--- config.mk ---
export PLATFORM = sky130hd
export DESIGN_NAME = rational_multiply_reduce_core
export DESIGN_NICKNAME = d
export VERILOG_FILES = /design/src/hw/rtl/rmr_pkg.sv /design/src/hw/rtl/rational_multiply_reduce_core.sv
export SDC_FILE = /design/constraint.sdc
export NUM_CORES = 2
export LEC_CHECK = 0
export BUFFER_PORTS_ARGS = -buffer_cell sky130_fd_sc_hd__buf_2
export CORE_MARGIN = 2
export CORE_UTILIZATION = 25
export DETAILED_ROUTE_END_ITERATION = 12
export PLACE_DENSITY = 0.41
export SYNTH_ARGS = -nofsm -noshare
export SYNTH_HDL_FRONTEND = slang
export SYNTH_SLANG_ARGS = --single-unit
--- constraint.sdc ---
create_clock -name clk -period 12.55 [get_ports clk]
set_input_delay 1.8825 -clock clk [delete_from_list [all_inputs] [get_ports clk]]
set_output_delay 1.8825 -clock clk [all_outputs]
set_load 0.05 [all_outputs]
--- src/hw/rtl/rmr_pkg.sv ---
// Shared constants and codes for the rational multiply/reduce block.
`timescale 1ns / 1ps

package rmr_pkg;

    // Width of the stored fraction.
    localparam int WIDTH = 32;
    // Width of the operand and result ports.
    localparam int IO_W  = 32;
    // Full product of a stored part and an operand.
    localparam int PROD_W = WIDTH + IO_W;
    // Shared subtractor: one guard bit for the divider shift, one for the borrow.
    localparam int ALU_W = WIDTH + 2;
    // Counter for divider steps and the common power of two.
    localparam int CNT_W = $clog2(WIDTH);

    typedef enum logic [1:0] {
        OP_LOAD   = 2'd0,
        OP_MUL    = 2'd1,
        OP_REDUCE = 2'd2
    } op_t;

    typedef enum logic [1:0] {
        STATUS_OK       = 2'd0,
        STATUS_ZERO_DEN = 2'd1,
        STATUS_OVERFLOW = 2'd2
    } status_t;

endpackage

--- src/hw/rtl/rational_multiply_reduce_core.sv ---
// Top level: stored signed fraction with load, multiply and gcd reduction.
//
//  channel | direction | handshake           | payload
//  --------+-----------+---------------------+-------------------------------------
//  in      | in        | in_valid / in_stall  | op, operand_top, operand_bottom
//  out     | out       | out_valid / out_stall| value_top, value_bottom, status
//
//  From acceptance to the result: load and the unused op go straight to the done state;
//  multiply forms the numerator and then the denominator product on one shared multiplier.
//  Reduce takes both magnitudes, checks for zero, runs one binary-gcd step per cycle, then
//  two bit-serial divisions, each with a sign fix; these steps share one subtractor.
//  in_stall is high from acceptance until the result is loaded into the output register.
//  rst_n clears the fraction to 0/1; a stalled result holds and the block waits.
`timescale 1ns / 1ps

module rational_multiply_reduce_core
(
    input  logic                             clk,
    input  logic                             rst_n,
    input  logic                             in_valid,
    output logic                             in_stall,
    input  logic [1:0]                       op,
    input  logic signed [rmr_pkg::IO_W-1:0]  operand_top,
    input  logic signed [rmr_pkg::IO_W-1:0]  operand_bottom,
    output logic                             out_valid,
    input  logic                             out_stall,
    output logic signed [rmr_pkg::IO_W-1:0]  value_top,
    output logic signed [rmr_pkg::IO_W-1:0]  value_bottom,
    output logic [1:0]                       status
);

    localparam int W = rmr_pkg::WIDTH;
    localparam logic [rmr_pkg::CNT_W-1:0] CNT_LAST = rmr_pkg::CNT_W'(W - 1);

    typedef enum logic [10:0] {
        S_IDLE    = 11'b000_0000_0001,
        S_MUL_TOP = 11'b000_0000_0010,
        S_MUL_BOT = 11'b000_0000_0100,
        S_MUL_END = 11'b000_0000_1000,
        S_MAG_TOP = 11'b000_0001_0000,
        S_MAG_BOT = 11'b000_0010_0000,
        S_CHECK   = 11'b000_0100_0000,
        S_GCD     = 11'b000_1000_0000,
        S_DIV     = 11'b001_0000_0000,
        S_NEG     = 11'b010_0000_0000,
        S_DONE    = 11'b100_0000_0000
    } state_t;

    state_t                          state_reg, state_next;
    logic signed [W-1:0]             frac_top_reg, frac_top_next;
    logic signed [W-1:0]             frac_bot_reg, frac_bot_next;
    logic                            out_valid_reg, out_valid_next;
    logic [rmr_pkg::CNT_W-1:0]       cnt_reg, cnt_next;
    logic [rmr_pkg::CNT_W-1:0]       k_reg, k_next;
    logic                            second_reg, second_next;

    logic signed [rmr_pkg::IO_W-1:0] opt_reg, opt_next;
    logic signed [rmr_pkg::IO_W-1:0] opb_reg, opb_next;
    logic signed [rmr_pkg::PROD_W-1:0] prod_reg, prod_next;
    logic [W-1:0]                    mt_reg, mt_next;
    logic [W-1:0]                    mb_reg, mb_next;
    logic [W-1:0]                    gx_reg, gx_next;
    logic [W-1:0]                    gy_reg, gy_next;
    logic [W-1:0]                    d_reg, d_next;
    logic [W-1:0]                    rem_reg, rem_next;
    logic [W-1:0]                    q_reg, q_next;
    rmr_pkg::status_t                status_reg, status_next;
    logic signed [rmr_pkg::IO_W-1:0] out_top_reg, out_top_next;
    logic signed [rmr_pkg::IO_W-1:0] out_bot_reg, out_bot_next;
    rmr_pkg::status_t                out_status_reg, out_status_next;

    logic                            in_accept;
    logic signed [W-1:0]             ld_top, ld_bot;
    logic signed [W-1:0]             mul_a;
    logic signed [rmr_pkg::IO_W-1:0] mul_b;
    logic                            prod_fits;
    logic [rmr_pkg::ALU_W-1:0]       alu_a, alu_b, alu_diff;
    logic                            alu_borrow;
    logic [W-1:0]                    neg_result;
    logic                            neg_sign;

    assign in_stall     = (state_reg != S_IDLE);
    assign in_accept    = in_valid && !in_stall;
    assign out_valid    = out_valid_reg;
    assign value_top    = out_top_reg;
    assign value_bottom = out_bot_reg;
    assign status       = out_status_reg;

    assign ld_top = W'(operand_top);
    assign ld_bot = W'(operand_bottom);

    // Shared multiplier: numerator first, denominator next.
    assign mul_a     = (state_reg == S_MUL_TOP) ? frac_top_reg : frac_bot_reg;
    assign mul_b     = (state_reg == S_MUL_TOP) ? opt_reg : opb_reg;
    assign prod_fits = (&prod_reg[rmr_pkg::PROD_W-1:W-1]) || !(|prod_reg[rmr_pkg::PROD_W-1:W-1]);

    // Shared subtractor operands.
    always_comb
    begin
        alu_a = '0;
        alu_b = '0;
        case (state_reg)
            S_MAG_TOP:
            begin
                alu_b = {2'b00, frac_top_reg};
            end
            S_MAG_BOT:
            begin
                alu_b = {2'b00, frac_bot_reg};
            end
            S_GCD:
            begin
                alu_a = {2'b00, gx_reg};
                alu_b = {2'b00, gy_reg};
            end
            S_DIV:
            begin
                alu_a = {1'b0, rem_reg, q_reg[W-1]};
                alu_b = {2'b00, d_reg};
            end
            S_NEG:
            begin
                alu_b = {2'b00, q_reg};
            end
            default:
            begin
                alu_a = '0;
                alu_b = '0;
            end
        endcase
    end

    assign alu_diff   = alu_a - alu_b;
    assign alu_borrow = alu_diff[rmr_pkg::ALU_W-1];

    assign neg_sign   = second_reg ? frac_bot_reg[W-1] : frac_top_reg[W-1];
    assign neg_result = neg_sign ? alu_diff[W-1:0] : q_reg;

    always_comb
    begin
        state_next      = state_reg;
        frac_top_next   = frac_top_reg;
        frac_bot_next   = frac_bot_reg;
        out_valid_next  = out_valid_reg;
        cnt_next        = cnt_reg;
        k_next          = k_reg;
        second_next     = second_reg;
        opt_next        = opt_reg;
        opb_next        = opb_reg;
        prod_next       = prod_reg;
        mt_next         = mt_reg;
        mb_next         = mb_reg;
        gx_next         = gx_reg;
        gy_next         = gy_reg;
        d_next          = d_reg;
        rem_next        = rem_reg;
        q_next          = q_reg;
        status_next     = status_reg;
        out_top_next    = out_top_reg;
        out_bot_next    = out_bot_reg;
        out_status_next = out_status_reg;

        // Drop the result once taken.
        if (out_valid_reg && !out_stall)
        begin
            out_valid_next = 1'b0;
        end

        case (state_reg)
            S_IDLE:
            begin
                if (in_accept)
                begin
                    opt_next    = operand_top;
                    opb_next    = operand_bottom;
                    status_next = rmr_pkg::STATUS_OK;
                    case (op)
                        rmr_pkg::OP_LOAD:
                        begin
                            if (ld_bot == '0)
                            begin
                                status_next = rmr_pkg::STATUS_ZERO_DEN;
                            end
                            else
                            begin
                                frac_top_next = ld_top;
                                frac_bot_next = ld_bot;
                            end
                            state_next = S_DONE;
                        end
                        rmr_pkg::OP_MUL:
                        begin
                            state_next = S_MUL_TOP;
                        end
                        rmr_pkg::OP_REDUCE:
                        begin
                            state_next = S_MAG_TOP;
                        end
                        default:
                        begin
                            state_next = S_DONE;
                        end
                    endcase
                end
            end
            S_MUL_TOP:
            begin
                prod_next  = mul_a * mul_b;
                state_next = S_MUL_BOT;
            end
            S_MUL_BOT:
            begin
                frac_top_next = prod_reg[W-1:0];
                if (!prod_fits)
                begin
                    status_next = rmr_pkg::STATUS_OVERFLOW;
                end
                prod_next  = mul_a * mul_b;
                state_next = S_MUL_END;
            end
            S_MUL_END:
            begin
                frac_bot_next = prod_reg[W-1:0];
                if (!prod_fits)
                begin
                    status_next = rmr_pkg::STATUS_OVERFLOW;
                end
                state_next = S_DONE;
            end
            S_MAG_TOP:
            begin
                mt_next    = frac_top_reg[W-1] ? alu_diff[W-1:0] : frac_top_reg;
                gx_next    = mt_next;
                state_next = S_MAG_BOT;
            end
            S_MAG_BOT:
            begin
                mb_next    = frac_bot_reg[W-1] ? alu_diff[W-1:0] : frac_bot_reg;
                gy_next    = mb_next;
                state_next = S_CHECK;
            end
            S_CHECK:
            begin
                k_next = '0;
                if (gx_reg == '0)
                begin
                    // Zero numerator: 0/b becomes 0/1, 0/0 holds.
                    if (gy_reg != '0)
                    begin
                        frac_bot_next = W'(1);
                    end
                    state_next = S_DONE;
                end
                else if (gy_reg == '0)
                begin
                    d_next      = gx_reg;
                    q_next      = mt_reg;
                    rem_next    = '0;
                    cnt_next    = '0;
                    second_next = 1'b0;
                    state_next  = S_DIV;
                end
                else
                begin
                    state_next = S_GCD;
                end
            end
            S_GCD:
            begin
                if (gx_reg == '0)
                begin
                    d_next      = gy_reg << k_reg;
                    q_next      = mt_reg;
                    rem_next    = '0;
                    cnt_next    = '0;
                    second_next = 1'b0;
                    state_next  = S_DIV;
                end
                else if (!gx_reg[0] && !gy_reg[0])
                begin
                    gx_next = gx_reg >> 1;
                    gy_next = gy_reg >> 1;
                    k_next  = k_reg + rmr_pkg::CNT_W'(1);
                end
                else if (!gx_reg[0])
                begin
                    gx_next = gx_reg >> 1;
                end
                else if (!gy_reg[0])
                begin
                    gy_next = gy_reg >> 1;
                end
                else if (!alu_borrow)
                begin
                    // Both odd: the difference is even, halve it at once.
                    gx_next = {1'b0, alu_diff[W-1:1]};
                end
                else
                begin
                    gx_next = gy_reg;
                    gy_next = gx_reg;
                end
            end
            S_DIV:
            begin
                if (!alu_borrow)
                begin
                    rem_next = alu_diff[W-1:0];
                    q_next   = {q_reg[W-2:0], 1'b1};
                end
                else
                begin
                    rem_next = {rem_reg[W-2:0], q_reg[W-1]};
                    q_next   = {q_reg[W-2:0], 1'b0};
                end
                cnt_next = cnt_reg + rmr_pkg::CNT_W'(1);
                if (cnt_reg == CNT_LAST)
                begin
                    state_next = S_NEG;
                end
            end
            S_NEG:
            begin
                if (!second_reg)
                begin
                    frac_top_next = neg_result;
                    q_next        = mb_reg;
                    rem_next      = '0;
                    cnt_next      = '0;
                    second_next   = 1'b1;
                    state_next    = S_DIV;
                end
                else
                begin
                    frac_bot_next = neg_result;
                    state_next    = S_DONE;
                end
            end
            S_DONE:
            begin
                // Wait for the output register to free up.
                if (!out_valid_reg || !out_stall)
                begin
                    out_top_next    = rmr_pkg::IO_W'(frac_top_reg);
                    out_bot_next    = rmr_pkg::IO_W'(frac_bot_reg);
                    out_status_next = status_reg;
                    out_valid_next  = 1'b1;
                    state_next      = S_IDLE;
                end
            end
            default:
            begin
                state_next = S_IDLE;
            end
        endcase
    end

    always_ff @(posedge clk or negedge rst_n)
    begin
        if (!rst_n)
        begin
            state_reg     <= S_IDLE;
            frac_top_reg  <= '0;
            frac_bot_reg  <= W'(1);
            out_valid_reg <= 1'b0;
            cnt_reg       <= '0;
            k_reg         <= '0;
            second_reg    <= 1'b0;
        end
        else
        begin
            state_reg     <= state_next;
            frac_top_reg  <= frac_top_next;
            frac_bot_reg  <= frac_bot_next;
            out_valid_reg <= out_valid_next;
            cnt_reg       <= cnt_next;
            k_reg         <= k_next;
            second_reg    <= second_next;
        end
    end

    always_ff @(posedge clk)
    begin
        opt_reg        <= opt_next;
        opb_reg        <= opb_next;
        prod_reg       <= prod_next;
        mt_reg         <= mt_next;
        mb_reg         <= mb_next;
        gx_reg         <= gx_next;
        gy_reg         <= gy_next;
        d_reg          <= d_next;
        rem_reg        <= rem_next;
        q_reg          <= q_next;
        status_reg     <= status_next;
        out_top_reg    <= out_top_next;
        out_bot_reg    <= out_bot_next;
        out_status_reg <= out_status_next;
    end

endmodule

==> impl_metrics.tcl <==
set metrics [dict create \
    synth_top_flop_cell "edfxtp_1" \
    criticalPathCategory "reg -> reg" \
    status "complete, no violations" \
    p_per_area_mw_per_mm2 53.8 \
    cts.sinks 507 \
    cts_tree "yes" \
    drcViolationCount 0 \
    fp.dieH_um 500 \
    start_util_pct 25.1 \
    antenna_left 0 \
    critical_path_required_ps 12970 \
    grt_max_degree 106 \
    first_pass_iters 6 \
    end_kind "register" \
    cp.arrival_ps 12540 \
    max_cap_violations 0 \
    track_usage_pct 20.8 \
    hold_start "status_reg[0]" \
    final.setup.tns_ps 0 \
    synth_cells 6138 \
    critPathMaxFanout 26 \
    area_growth_pct 12.0 \
    overflow 0 \
    drive_gt1_share_pct 10.8 \
    relSlewSlack_pct 8.96 \
    final_core_util_pct 28.1 \
    fp-row-count 182 \
    grt_pass1_vias 49800 \
    async_flop_share_pct 17.2 \
    setup_viol 0 \
    num_vias 47000 \
    post-dp-hpwl_mm 201 \
    finalMaxSlewViolations 0 \
    filler_cell_count 25900 \
    timing.final.crit_share_pct 96.6 \
    finClkSkew_ps 46.0 \
    layout_common_cells "fa_1, inv_1, nand2_1, nor2_1, edfxtp_1" \
    startpoint "state_reg[7]" \
    peakVddDrop_v 0.000114 \
    cts_max_level 2 \
    mostFrequentLayoutCell "fa_1" \
    yosysSeqAreaShare_pct 24.0 \
    fmaxAchievable_mhz 82.5 \
    ys_ff_latch 507 \
    largest_register_ffs 64 \
    port_buffers 137 \
    worstMarginPinSlew_ps 1340 \
    max_stage_delay_ps 1060 \
    synthesis.area_sq_mm 0.0616 \
    r2r_start "state_reg[7]" \
    syn_avg_cell_area_sq_um 10.0 \
    synth_edf_count 420 \
    start_kind "register" \
    core-area_sq_mm 0.245 \
    fin_crit_ps 12120 \
    first_iter_violations 4492 \
    p_leak_uw 0.0296 \
    synthesis.nets 7513 \
    nNetsFinal 7566 \
    cts_buffers 60 \
    rsz0062_at_grt "no" \
    die_x_um 500 \
    yosysUniqueCellTypes 84 \
    antenna_found_initial 16 \
    via_per_inst 4.96 \
    wl_per_cell_um 27.4 \
    crit_slowest_cell "mux2i_2" \
    crit_top_cell "fa_1" \
    grt_first_pass_wirelength_mm 376 \
    hp-class "reg -> reg" \
    clk_latency_ps 710 \
    drt_wl_total_mm 260 \
    finalHoldViolCount 0 \
    place_congestion 0.940 \
    clockBufferDepth 3 \
    die-area_sq_mm 0.250 \
    cts_setup_buffers 0 \
    num_io_pins 138 \
    ys_warn_count 0 \
    cts_root_buf "clkbuf_16" \
    cts_resized 0 \
    postCtsHoldBufs 0 \
    cts.clk_slew.worst_paths_ps 60 \
]
## critical path: cells and delay by family (launching register included)
family / cells / cell delay, ps
buf+inv: 5 / 1040
simple gates: 6 / 2410
compound gates: 8 / 2300
fa+ha+maj: 9 / 4320
xor+xnor: 1 / 160
flops: 1 / 470
mux: 1 / 1060
## power by group
part           internal (uW)      switching [uW]
clock network           1040                 817
logic                   14.2                39.5
registers               1800  0.0000000000000165
total                   2860                 857
## synthesized netlist by cell type, types with 23 or more instances
cell type | instances | area (sq um)
fa_1 | 1083 | 21700
inv_1 | 1069 | 4010
nand2_1 | 787 | 2950
nor2_1 | 671 | 2520
edfxtp_1 | 420 | 12600
clkbuf_1 | 265 | 995
ha_1 | 222 | 2780
o21ai_0 | 198 | 991
a21oi_1 | 183 | 916
mux2i_1 | 166 | 1660
mux2_2 | 134 | 1510
dfrtp_1 | 85 | 2130
a221oi_1 | 75 | 657
xnor2_1 | 70 | 613
a21o_1 | 54 | 405
a22oi_1 | 49 | 368
nand3_1 | 40 | 200
nor4_1 | 39 | 244
a222oi_1 | 35 | 350
mux4_2 | 31 | 698
xor2_1 | 31 | 272
nand4_1 | 30 | 188
buf_1 | 27 | 101
o21ai_1 | 26 | 130
and3_1 | 25 | 156
buf_2 | 25 | 125
a211oi_1 | 23 | 173
o21bai_1 | 23 | 173
## logic make-up (layout without fill, tap and decap cells)
group / after synthesis / after routing / share of synthesized area, %
DFF: 507 / 507 / 24.0
xor gates and xnor gates: 101 / 101 / 1.44
and+or+nand+nor: 1711 / 1711 / 11.5
AOI/OAI and AO/OA: 792 / 792 / 8.53
other: 0 / 8 / 0
adders and majority gates: 1305 / 1305 / 39.7
buffers and inverters: 1391 / 1496 / 8.55
muxes: 331 / 331 / 6.28
## metal layers
| metal | part of all wire (%) | wire, um | vias to the layer above | track usage, % |
|---|---|---|---|---|
| met4 | 5.3 | 13700 | 2 | 9.43 |
| met2 | 45 | 118000 | 1903 | 32.9 |
| met5 | 0.0050 | 13 | - | 0 |
| met3 | 6.2 | 16000 | 404 | 2.61 |
| li1 | - | - | 19900 | - |
| met1 | 43 | 112000 | 24800 | 28.5 |
## final timing paths
path | slack [ps] | to | depth (start not counted)
worst max-delay path | 430 | prod_reg[62] | 30
worst min-delay path | 490 | status[0] | 0
worst max register to register | 430 | prod_reg[62] | 30
worst min register to register | 490 | status[0] | 0
max in group asynchronous | 10000 | frac_top_reg[7] | 2
min in group asynchronous | 1190 | out_valid | 1
## metrics by stage
stage / hold slack, ps / instances / worst slack (ps) / power [uW] / area [sq um]
floorplan: 400 / 6138 / 2760 / 1850 / 61600
global route: 504 / 9468 / 119 / 3810 / 69000
detailed placement: 493 / 9349 / 617 / 1890 / 67000
finish: 493 / 9471 / 425 / 3710 / 69000
CTS: 511 / 9463 / 529 / 3750 / 69000
global placement: 489 / 9347 / 239 / 1890 / 66900
## cell type report
type / instances / area [sq um] / share of cell area (%)
clock inverters: 30 / 338 / 0.490
diodes: 8 / 20.0 / 0.0290
repair buffers: 311 / 2060 / 2.98
well taps: 3220 / 4030 / 5.84
clock buffers: 84 / 1670 / 2.42
inverters: 1071 / 4020 / 5.83
flip-flops and latches: 507 / 14800 / 21.4
multi-input cells: 4240 / 42100 / 61.0
No activity file was read; power rests on OpenSTA's default activity.
